===== src/hdl/wfbc_pkg.sv =====
// Package for the wide float to binary32 converter.
// Holds the input class codes, field widths and format constants.
// No dependencies.
package wfbc_pkg;

  localparam int unsigned WIDE_W  = 64;
  localparam int unsigned WEXP_W  = 32;
  localparam int unsigned WFRAC_W = 31;
  localparam int unsigned SGL_W   = 32;
  localparam int unsigned SEXP_W  = 8;
  localparam int unsigned SFRAC_W = 23;
  localparam int unsigned SHAMT_W = 5;

  typedef enum logic [2:0] {
    CLS_NORMAL    = 3'd0,
    CLS_SUBNORMAL = 3'd1,
    CLS_ZERO      = 3'd2,
    CLS_INF       = 3'd3,
    CLS_NAN       = 3'd4
  } in_class_t;

  // Biased wide exponent thresholds (bias 2^31-1)
  localparam logic [WEXP_W-1:0] WEXP_OVF_MAX  = 32'h8000_007E; // e = 127
  localparam logic [WEXP_W-1:0] WEXP_NORM_MIN = 32'h7FFF_FF81; // e = -126
  localparam logic [WEXP_W-1:0] WEXP_SUB_MIN  = 32'h7FFF_FF6A; // e = -149

  localparam logic [SEXP_W-1:0]  SEXP_REBIAS = 8'h80;
  localparam logic [SEXP_W-1:0]  SEXP_ONES   = 8'hFF;
  localparam logic [SHAMT_W-1:0] SHAMT_BASE  = 5'd9;
  localparam logic [SFRAC_W-1:0] SFRAC_MIN   = 23'd1;

endpackage


===== src/hdl/wfbc_in_if.sv =====
// Input channel of the wide float to binary32 converter.
// Carries valid, ready and the 64-bit wide float word.
// Depends on wfbc_pkg.
interface wfbc_in_if;
  import wfbc_pkg::*;

  logic              valid;
  logic              ready;
  logic [WIDE_W-1:0] wide_word;

  modport source (output valid, output wide_word, input ready);
  modport sink   (input valid, input wide_word, output ready);
endinterface


===== src/hdl/wfbc_out_if.sv =====
// Result channel of the wide float to binary32 converter.
// Carries valid, ready, the binary32 word and the input class.
// Depends on wfbc_pkg.
interface wfbc_out_if;
  import wfbc_pkg::*;

  logic             valid;
  logic             ready;
  logic [SGL_W-1:0] single_word;
  in_class_t        input_class;

  modport source (output valid, output single_word, output input_class, input ready);
  modport sink   (input valid, input single_word, input input_class, output ready);
endinterface


===== src/hdl/wfbc_convert.sv =====
// Combinational narrowing of one wide float word to binary32.
// Classifies, rebiases, denormalizes and rounds away from zero.
// Depends on wfbc_pkg.
module wfbc_convert (
  input  logic [wfbc_pkg::WIDE_W-1:0] wide_word,
  output logic [wfbc_pkg::SGL_W-1:0]  single_word,
  output wfbc_pkg::in_class_t         input_class
);
  import wfbc_pkg::*;

  logic                   sign;
  logic [WEXP_W-1:0]      wexp;
  logic [WFRAC_W-1:0]     wfrac;
  logic                   frac_nz;
  logic [WFRAC_W:0]       sig;
  logic [SHAMT_W-1:0]     shamt;
  logic [WFRAC_W:0]       sig_sh;
  logic [WFRAC_W:0]       sticky_mask;
  logic                   sticky;
  logic [SEXP_W-1:0]      expo;
  logic [SFRAC_W-1:0]     frac;
  logic                   rnd;
  logic [SEXP_W+SFRAC_W-1:0] mag;

  assign sign    = wide_word[WIDE_W-1];
  assign wexp    = wide_word[WFRAC_W +: WEXP_W];
  assign wfrac   = wide_word[WFRAC_W-1:0];
  assign frac_nz = |wfrac;

  assign sig         = {1'b1, wfrac};
  assign shamt       = SHAMT_BASE - wexp[SHAMT_W-1:0];
  assign sig_sh      = sig >> shamt;
  assign sticky_mask = ~({(WFRAC_W+1){1'b1}} << shamt);
  assign sticky      = |(sig & sticky_mask);

  always_comb begin
    expo        = '0;
    frac        = '0;
    rnd         = 1'b0;
    input_class = CLS_NORMAL;
    if (wexp == '0) begin
      input_class = frac_nz ? CLS_SUBNORMAL : CLS_ZERO;
      frac        = frac_nz ? SFRAC_MIN : '0;
    end else if (wexp == '1) begin
      input_class = frac_nz ? CLS_NAN : CLS_INF;
      expo        = SEXP_ONES;
      frac        = wfrac[WFRAC_W-1 -: SFRAC_W];
    end else if (wexp > WEXP_OVF_MAX) begin
      expo = SEXP_ONES;
    end else if (wexp >= WEXP_NORM_MIN) begin
      expo = wexp[SEXP_W-1:0] + SEXP_REBIAS;
      frac = wfrac[WFRAC_W-1 -: SFRAC_W];
      rnd  = |wfrac[WFRAC_W-SFRAC_W-1:0];
    end else if (wexp >= WEXP_SUB_MIN) begin
      frac = sig_sh[SFRAC_W-1:0];
      rnd  = sticky;
    end else begin
      frac = SFRAC_MIN;
    end
  end

  assign mag         = {expo, frac} + {{(SEXP_W+SFRAC_W-1){1'b0}}, rnd};
  assign single_word = {sign, mag};

endmodule


===== src/hdl/wide_float_to_binary32_converter_core.sv =====
// Wide float to binary32 converter, top level.
// Path from input transfer to result valid: input register, then result register.
// Throughput: one item per cycle unless stalled; the result register frees on its transfer.
// Reset: synchronous active-low rst_n clears both valid flags; payload registers hold.
// Depends on wfbc_pkg, wfbc_in_if, wfbc_out_if and wfbc_convert.
module wide_float_to_binary32_converter_core (
  input  logic       clk,
  input  logic       rst_n,
  wfbc_in_if.sink    in_ch,
  wfbc_out_if.source out_ch
);
  import wfbc_pkg::*;

  logic              s1_valid_r;
  logic              s1_valid_nxt;
  logic [WIDE_W-1:0] s1_word_r;
  logic              out_valid_r;
  logic              out_valid_nxt;
  logic [SGL_W-1:0]  out_word_r;
  in_class_t         out_class_r;
  logic [SGL_W-1:0]  conv_word;
  in_class_t         conv_class;
  logic              out_adv;
  logic              s1_adv;

  wfbc_convert u_convert (
    .wide_word   (s1_word_r),
    .single_word (conv_word),
    .input_class (conv_class)
  );

  assign out_adv       = !out_valid_r || out_ch.ready;
  assign s1_adv        = !s1_valid_r || out_adv;
  assign in_ch.ready   = s1_adv;
  assign s1_valid_nxt  = s1_adv ? in_ch.valid : s1_valid_r;
  assign out_valid_nxt = out_adv ? s1_valid_r : out_valid_r;

  always_ff @(posedge clk) begin
    if (!rst_n) begin
      s1_valid_r  <= 1'b0;
      out_valid_r <= 1'b0;
    end else begin
      s1_valid_r  <= s1_valid_nxt;
      out_valid_r <= out_valid_nxt;
    end
  end

  always_ff @(posedge clk) begin
    if (s1_adv && in_ch.valid) begin
      s1_word_r <= in_ch.wide_word;
    end
    if (out_adv && s1_valid_r) begin
      out_word_r  <= conv_word;
      out_class_r <= conv_class;
    end
  end

  assign out_ch.valid       = out_valid_r;
  assign out_ch.single_word = out_word_r;
  assign out_ch.input_class = out_class_r;

endmodule


===== src/flat_wrapper.sv =====
// flat-port wrapper written by rule: the top's interface ports become plain ports
module wide_float_to_binary32_converter_core_flat import wfbc_pkg::*;
  (clk, rst_n, in_ch_valid, in_ch_wide_word, in_ch_ready, out_ch_valid, out_ch_single_word, out_ch_input_class, out_ch_ready);
  wfbc_in_if in_ch_i ();
  wfbc_out_if out_ch_i ();
  input  logic clk;
  input  logic rst_n;
  input wire logic [$bits(in_ch_i.valid)-1:0] in_ch_valid;
  input wire logic [$bits(in_ch_i.wide_word)-1:0] in_ch_wide_word;
  output wire logic [$bits(in_ch_i.ready)-1:0] in_ch_ready;
  output wire logic [$bits(out_ch_i.valid)-1:0] out_ch_valid;
  output wire logic [$bits(out_ch_i.single_word)-1:0] out_ch_single_word;
  output wire logic [$bits(out_ch_i.input_class)-1:0] out_ch_input_class;
  input wire logic [$bits(out_ch_i.ready)-1:0] out_ch_ready;
  assign in_ch_i.valid = in_ch_valid;
  assign in_ch_i.wide_word = in_ch_wide_word;
  assign in_ch_ready = in_ch_i.ready;
  assign out_ch_valid = out_ch_i.valid;
  assign out_ch_single_word = out_ch_i.single_word;
  assign out_ch_input_class = out_ch_i.input_class;
  assign out_ch_i.ready = out_ch_ready;
  wide_float_to_binary32_converter_core u_core (.clk(clk), .rst_n(rst_n), .in_ch(in_ch_i), .out_ch(out_ch_i));
endmodule

===== config.mk =====
export PLATFORM = sky130hd
export DESIGN_NAME = wide_float_to_binary32_converter_core_flat
export DESIGN_NICKNAME = d
export VERILOG_FILES = /design/src/hdl/wfbc_pkg.sv /design/src/hdl/wfbc_in_if.sv /design/src/hdl/wfbc_out_if.sv /design/src/hdl/wfbc_convert.sv /design/src/hdl/wide_float_to_binary32_converter_core.sv /design/src/flat_wrapper.sv
export SDC_FILE = /design/constraint.sdc
export NUM_CORES = 1
export LEC_CHECK = 0
export ABC_AREA = 1
export BUFFER_PORTS_ARGS = -buffer_cell sky130_fd_sc_hd__clkbuf_2
export CAP_MARGIN = 30
export CORE_AREA = 5 5 126 128
export CTS_CLUSTER_SIZE = 14
export DETAILED_ROUTE_END_ITERATION = 16
export DIE_AREA = 0 0 131 133
export PLACE_DENSITY = 0.8
export SETUP_SLACK_MARGIN = 0.15
export SYNTH_ARGS = -nofsm -noshare
export SYNTH_HDL_FRONTEND = slang
export SYNTH_HIERARCHICAL = 1
export SYNTH_SLANG_ARGS = --single-unit

===== constraint.sdc =====
create_clock -name clk -period 6.7 [get_ports clk]
set_clock_uncertainty 0.15 [all_clocks]
set_input_delay 0.335 -clock clk [delete_from_list [all_inputs] [get_ports clk]]
set_output_delay 0.335 -clock clk [all_outputs]
set_load 0.02 [all_outputs]

Word level (Yosys, flattened, before mapping):

Index checks and enable logic that the tools add are counted.

* equal/unequal tests: 1
* $lt $le $gt $ge: 3
* muxes and demuxes: 19
* bitwise operators: 2
* reduce and logical (&&, ||, !) cells: 10
* add/sub/neg operators: 3
* shifts and indexed selects: 2

Operators by type and width (number)
* 23-bit two-way mux: 5
* 32-bit by 31-bit >= comparator with 1-bit output, second input constant: 2
* 32-bit AND: 1
* 32-bit == test, second input constant: 1
* 32-bit > comparator, second input constant: 1
* 32-bit logical NOT: 1
* 8-bit two-way mux: 4
* 32-bit inverter: 1
* 32-bit OR reduction: 1
* 32-bit by 5-bit << shifter with 32-bit output, first input constant: 1
* 32-bit by 5-bit right shift with 23-bit output: 1
* 31-bit by 1-bit adder with 31-bit output: 1
* 31-bit OR reduction: 1
* 3-bit two-way mux: 3
* 8-bit adder, second input constant: 1
* 8-bit OR reduction: 1
* 1-bit two-way mux: 6
* 4-bit by 5-bit subtractor with 5-bit output, first input constant: 1
* 1-bit logical AND: 2
* 1-bit logical NOT: 2
* 1-bit logical OR: 2
* 2-bit two-way mux: 1

* output and inout bits: 37
* flip-flop bits (word level): 101
* word-level logic and storage cells: 45
* input port bits: 68

Longest topological paths before layout:

* depth in word-level cells: 11
* depth in mapped cells: 28
* mapped depth without buffers: 25

Cells and area by module:

The synthesis kept the hierarchy.

By module, submodules not included
* wfbc_convert: area an instance 4842.1 um2, seq. area each 0.0 um2, cells an instance 978, times used 1
* wide_float_to_binary32_converter_core: area an instance 3067.9 um2, seq. area each 3012.9 um2, cells an instance 112, times used 1

Worst setup path before layout:

OpenSTA, ideal clock, no wires.

* path kind: register to register
* from: register u_core.s1_word_r[32]
* to: register u_core.out_word_r[22], in the netlist u_core/out_ch.single_word[22] (data pin)
* path buffers: 3
* setup time: 0.252 ns
* clock period less this slack: 4.109 ns
* stages on the path, launching flop included: 28
* arrival time: 3.707 ns
* setup slack: 2.591 ns
* required time: 6.298 ns
* cell sequence: edfxtp_1 > buf_4 > inv_4 > buf_6 > ha_1 > inv_1 > ha_1 > inv_1 > clkbuf_1 > nand2_1 > nor2_1 > o21ai_0 > nand4_1 > nor4_1 > a21bo_2 > nand2_1 > a21oi_1 > ha_1 > ha_1 > inv_1 > nor3_4 > nand2_2 > nor2_4 > nand2_2 > nor2_4 > nand2_1 > nand2_1 > nand2_1

* cells in the longest elaborated chain, start to end: 11
* elaborated cells on any way between the ends: 22
* classes of those cells: add/sub (2); order compare (3); eq/ne (1); shift (2); mux (10); bitwise (2); reduce/logical (2)

RTL lines
* from (decl): RTL line wide_float_to_binary32_converter_core.sv:16 `logic [WIDE_W-1:0] s1_word_r;`
* from (signal assigned): RTL line wide_float_to_binary32_converter_core.sv:50 `s1_word_r <= in_ch.wide_word;`
* 4-bit by 5-bit subtractor with 5-bit output: RTL line wfbc_convert.sv:31 `assign shamt = SHAMT_BASE - wexp[SHAMT_W-1:0];`
* 32-bit by 5-bit << shifter with 32-bit output: RTL line wfbc_convert.sv:33 `assign sticky_mask = ~({(WFRAC_W+1){1'b1}} << shamt);`
* 32-bit inverter: RTL line wfbc_convert.sv:33
* 32-bit AND: RTL line wfbc_convert.sv:34 `assign sticky = |(sig & sticky_mask);`
* 32-bit OR reduction: RTL line wfbc_convert.sv:34
* 1-bit two-way mux: RTL line wfbc_convert.sv:54 `end else if (wexp >= WEXP_SUB_MIN) begin`
* 1-bit two-way mux: RTL line wfbc_convert.sv:50 `end else if (wexp >= WEXP_NORM_MIN) begin`
* 1-bit two-way mux: RTL line wfbc_convert.sv:48 `end else if (wexp > WEXP_OVF_MAX) begin`
* 1-bit two-way mux: RTL line wfbc_convert.sv:44 `end else if (wexp == '1) begin`
* 1-bit two-way mux: RTL line wfbc_convert.sv:41 `if (wexp == '0) begin`
* 31-bit by 1-bit adder with 31-bit output *: RTL line wfbc_convert.sv:62 `assign mag = {expo, frac} + {{(SEXP_W+SFRAC_W-1){1'b0}}, rnd};`
* named net u_core.conv_word[22]: RTL line wide_float_to_binary32_converter_core.sv:21 `logic [SGL_W-1:0] conv_word;`
* to (signal assigned): RTL line wide_float_to_binary32_converter_core.sv:53 `out_word_r <= conv_word;`
* to (decl): RTL line wide_float_to_binary32_converter_core.sv:19 `logic [SGL_W-1:0] out_word_r;`

Mark *: on every way through the listed nets, which the timed path passes. The rest lies on a longest branch.
A chain may end at the register's enable or synchronous reset.

Final worst setup path:

* from: register u_core.s1_word_r[32]
* to: register u_core.out_word_r[26], in the netlist u_core/out_ch.single_word[26] (data pin)

Same word-level chain as after synthesis.

==> run_results.csv <==
group,metric,value,unit
place,post-place-ws,1.788,ns
floorplanning,chipHeight,133,µm
worst_setup_path,r2r_end,"u_core/out_ch.single_word[26]",
floorplanning,start_util,0.5362,
synthesis,syn_inst,1090,
sta,max_slew_margin,0.4348,
final_layout,antenna-diode-count,0,
worst_setup_path,end_kind,"register",
global_routing,grt_max_degree,63,
hold_path,hold_path_depth,1,
cts,cts_hold_buf,53,
synthesis,synth-edff-count,99,
place,finalWeightedCongestion,1.044,
sta,slew_viol_final,0,
run,drv_cap,0,
synthesis,synth-seq-cells,101,
route,drc,0,
pwr,p_total,1.745,mW
cts,cts_tree,"yes",
synthesis,synth_fp_nets,1167,
global_routing,antenna_found_initial,0,
cts,numCtsBuffers,9,
global_routing,grt_pass1_vias,7398,
synthesis,yosysWarnings,6,
sta,setup_viol,0,
global_routing,grt_pass1_wl,38460,µm
synthesis,yosysSeqAreaShare,0.3809,
floorplanning,core_area,14750,µm²
pwr,power_density,187.8,nW/µm²
cts,clk_pin_slew,0.08,ns
floorplanning,row_count,45,
floorplanning,ioPinCount,105,
outcome,status,"complete, no violations",
route,ant_nets,0,
route,routedWlPerCell,17.07,µm
synthesis,syn-cell-area,7910,µm²
worst_setup_path,slowest_delay,0.55,ns
worst_setup_path,r2r_cells,23,
sta,max_freq,0.2000,GHz
place,post-dp-hpwl,17850,µm
sta,rsz0062_at_grt,"no",
cts,post_cts_resized,0,
sta,fin_crit,5.000,ns
cts,cts_max_path_buffers,2,
route,routed_wl,24230,µm
worst_setup_path,crit_required,6.67,ns
cts,htreeDepth,3,
hold_path,holdPathEnd,"u_core/s1_word_r[44]",
sta,worstMarginPinSlew,0.8457,ns
sta,hold_viol,0,
synthesis,synthArstFlopShare,0,
cts,clkSinkCount,101,
sta,period_share,0.7463,
route,drt_iter0_drc,968,
route,drt_first_pass_iters,6,
sta,setup_ws,1.700,ns
cts,cts_setup_buffers,0,
final_layout,post-route-util,0.6299,
hold_path,hp-start,"in_ch_wide_word[44]",
worst_setup_path,rrSetupSlack,1.70,ns
worst_setup_path,start_kind,"register",
final_layout,area_growth,17.46,%
floorplanning,die_area,17420,µm²
floorplanning,die_width,131,µm
final_layout,nNetsFinal,1303,
cts,clk_latency,0.36,ns
worst_setup_path,cp_cell_sequence,"inv_4 > ha_1 > inv_1 > ha_1 > inv_1 > nor2_1 > o221ai_1 > a2111oi_0 > nand3_1 > a21bo_2 > nand2_1 > a21oi_1 > ha_1 > ha_1 > inv_1 > nor2_1 > nand2_1 > nor2_2 > nand2_1 > nor2_2 > nand3_1 > xor2_1 > inv_1",
synthesis,postSynthAreaPerCell,7.257,µm²
worst_setup_path,cpMaxStageDelayCell,"ha_1",
route,vias,8090,
synthesis,synth_flop_cell,"edfxtp_1",
final_layout,drive_gt1_frac,0.1673,
sta,fin_setup_tns,0,ns
synthesis,synth.distinct_cells,56,
pwr,ir_worst_vdd,0.1624,mV
worst_setup_path,path_class,"register to register",
pwr,power_leakage,4.171,nW
hold_path,hold_class,"input pin to register",
worst_setup_path,cp_max_fo,34,
place,port_buffers,104,
route,via_per_inst,5.701,
worst_setup_path,cp.arrival,4.97,ns
worst_setup_path,r2r_start,"u_core/s1_word_r[32]",
cts,clockRootBuffer,"clkbuf_16",
global_routing,gr-usage-all-layers,0.2811,
global_routing,overflow,0,
## cell usage after synthesis, types with 4 or more instances
library cell	number	area, µm²
buf_2	7	35.03
nand3_1	192	960.9
nand2_4	5	56.30
nand3_2	5	50.05
nand2_2	10	62.56
o211ai_1	6	45.04
buf_4	9	67.56
nor2_2	17	106.4
nor3_2	4	40.04
xor2_1	15	131.4
edfxtp_1	99	2973
nand2_1	335	1257
nand3b_1	4	30.03
nor2_1	100	375.4
nor4_1	10	62.56
a21oi_1	16	80.08
a21oi_2	8	70.07
nor3_1	8	40.04
buf_6	10	112.6
inv_2	7	26.28
ha_1	9	112.6
nor2_4	6	67.56
nand4_1	21	131.4
or2_2	5	31.28
o21ai_0	25	125.1
clkbuf_1	11	41.29
o21ai_1	9	45.04
inv_1	94	352.8
## worst max path at each step
stage	start	end	slack, ns	cells past startpoint
finish	u_core/s1_word_r[32]	u_core/out_ch.single_word[26]	1.70	23
global route	u_core/s1_word_r[32]	u_core/out_ch.single_word[26]	1.28	23
CTS	u_core/s1_word_r[32]	u_core/out_ch.single_word[26]	1.76	23
detailed placement	u_core/s1_word_r[32]	u_core/out_ch.single_word[26]	1.79	23
global placement	u_core/s1_word_r[32]	u_core/out_ch.single_word[26]	1.96	23
floorplan	u_core/s1_word_r[32]	u_core/out_ch.single_word[22]	2.59	27
## worst max-delay path, delay by kind of cell (launching register included)
kind	cells	cell delay, ns
AO/OA/AOI/OAI	4	0.75
XOR/XNOR	1	0.14
adder cells (fa/ha/maj)	4	1.27
buffers and inverters	5	0.87
flip-flops	1	0.43
AND/OR/NAND/NOR	9	1.14
## cell families (layout without fill, tap and decap cells)
kind of cell	count (synthesis)	in the layout	synth area share
AO/OA/AOI/OAI	78	78	0.06201
AND/OR/NAND/NOR	739	739	0.4361
XOR/XNOR	16	16	0.01772
buffers and inverters	147	288	0.08905
flip-flops	101	101	0.3809
adder cells (fa/ha/maj)	9	9	0.01424
## registers in the layout, indices dropped and copies added (netlist names)
signal,count
u_core/out_ch.single_word,32
u_core/s1_word_r,64
u_core/out_ch.valid,1
u_core/s1_valid_r,1
u_core/out_ch.input_class,3
## per-stage QoR
stage               std cells  instance area (µm²)  hold slack (ns)
finish                   1419                 9291         0.003146
floorplan                1090                 7910           0.2839
global route             1419                 9291        0.0006643
detailed placement       1347                 8437           0.2720
CTS                      1416                 9261        0.0006955
global placement         1346                 8417           0.2521
## power by group
group	internal, mW	leakage, nW	switching (mW)
combinational	0.147	3.05	0.304
clock	0.264	0.144	0.261
sequential	0.737	0.979	0.0324
total	1.15	4.17	0.597
## cell usage in the layout (no fill, tap or decap), types with 15 or more instances in the layout
cell,instances
a21oi_1,15
clkbuf_2,104
dlygate4sd3_1,56
edfxtp_1,99
inv_1,93
nand2_1,335
nand3_1,192
nand4_1,21
nor2_1,100
nor2_2,17
o21ai_0,25
xor2_1,15
## cell type report
| type | instances | area (µm²) |
|---|---|---|
| Fill cell | 1357 | 5460 |
| Sequential cell | 101 | 3013 |
| Tap cell | 188 | 235.2 |
| Clock inverter | 6 | 65.06 |
| Timing Repair Buffer | 165 | 1131 |
| Inverter | 107 | 414.1 |
| Multi-Input combinational cell | 842 | 4204 |
| Clock buffer | 10 | 229.0 |
## metal layers
metal / track usage / wire length, µm / up-vias
li1: - / - / 3921
met2: 0.4419 / 11420 / 418
met1: 0.3866 / 9790 / 3694
met3: 0.03997 / 2129 / 57
met5: 0 / 0 / -
met4: 0.1166 / 885 / 0
Power figures use the tool's default switching activity.
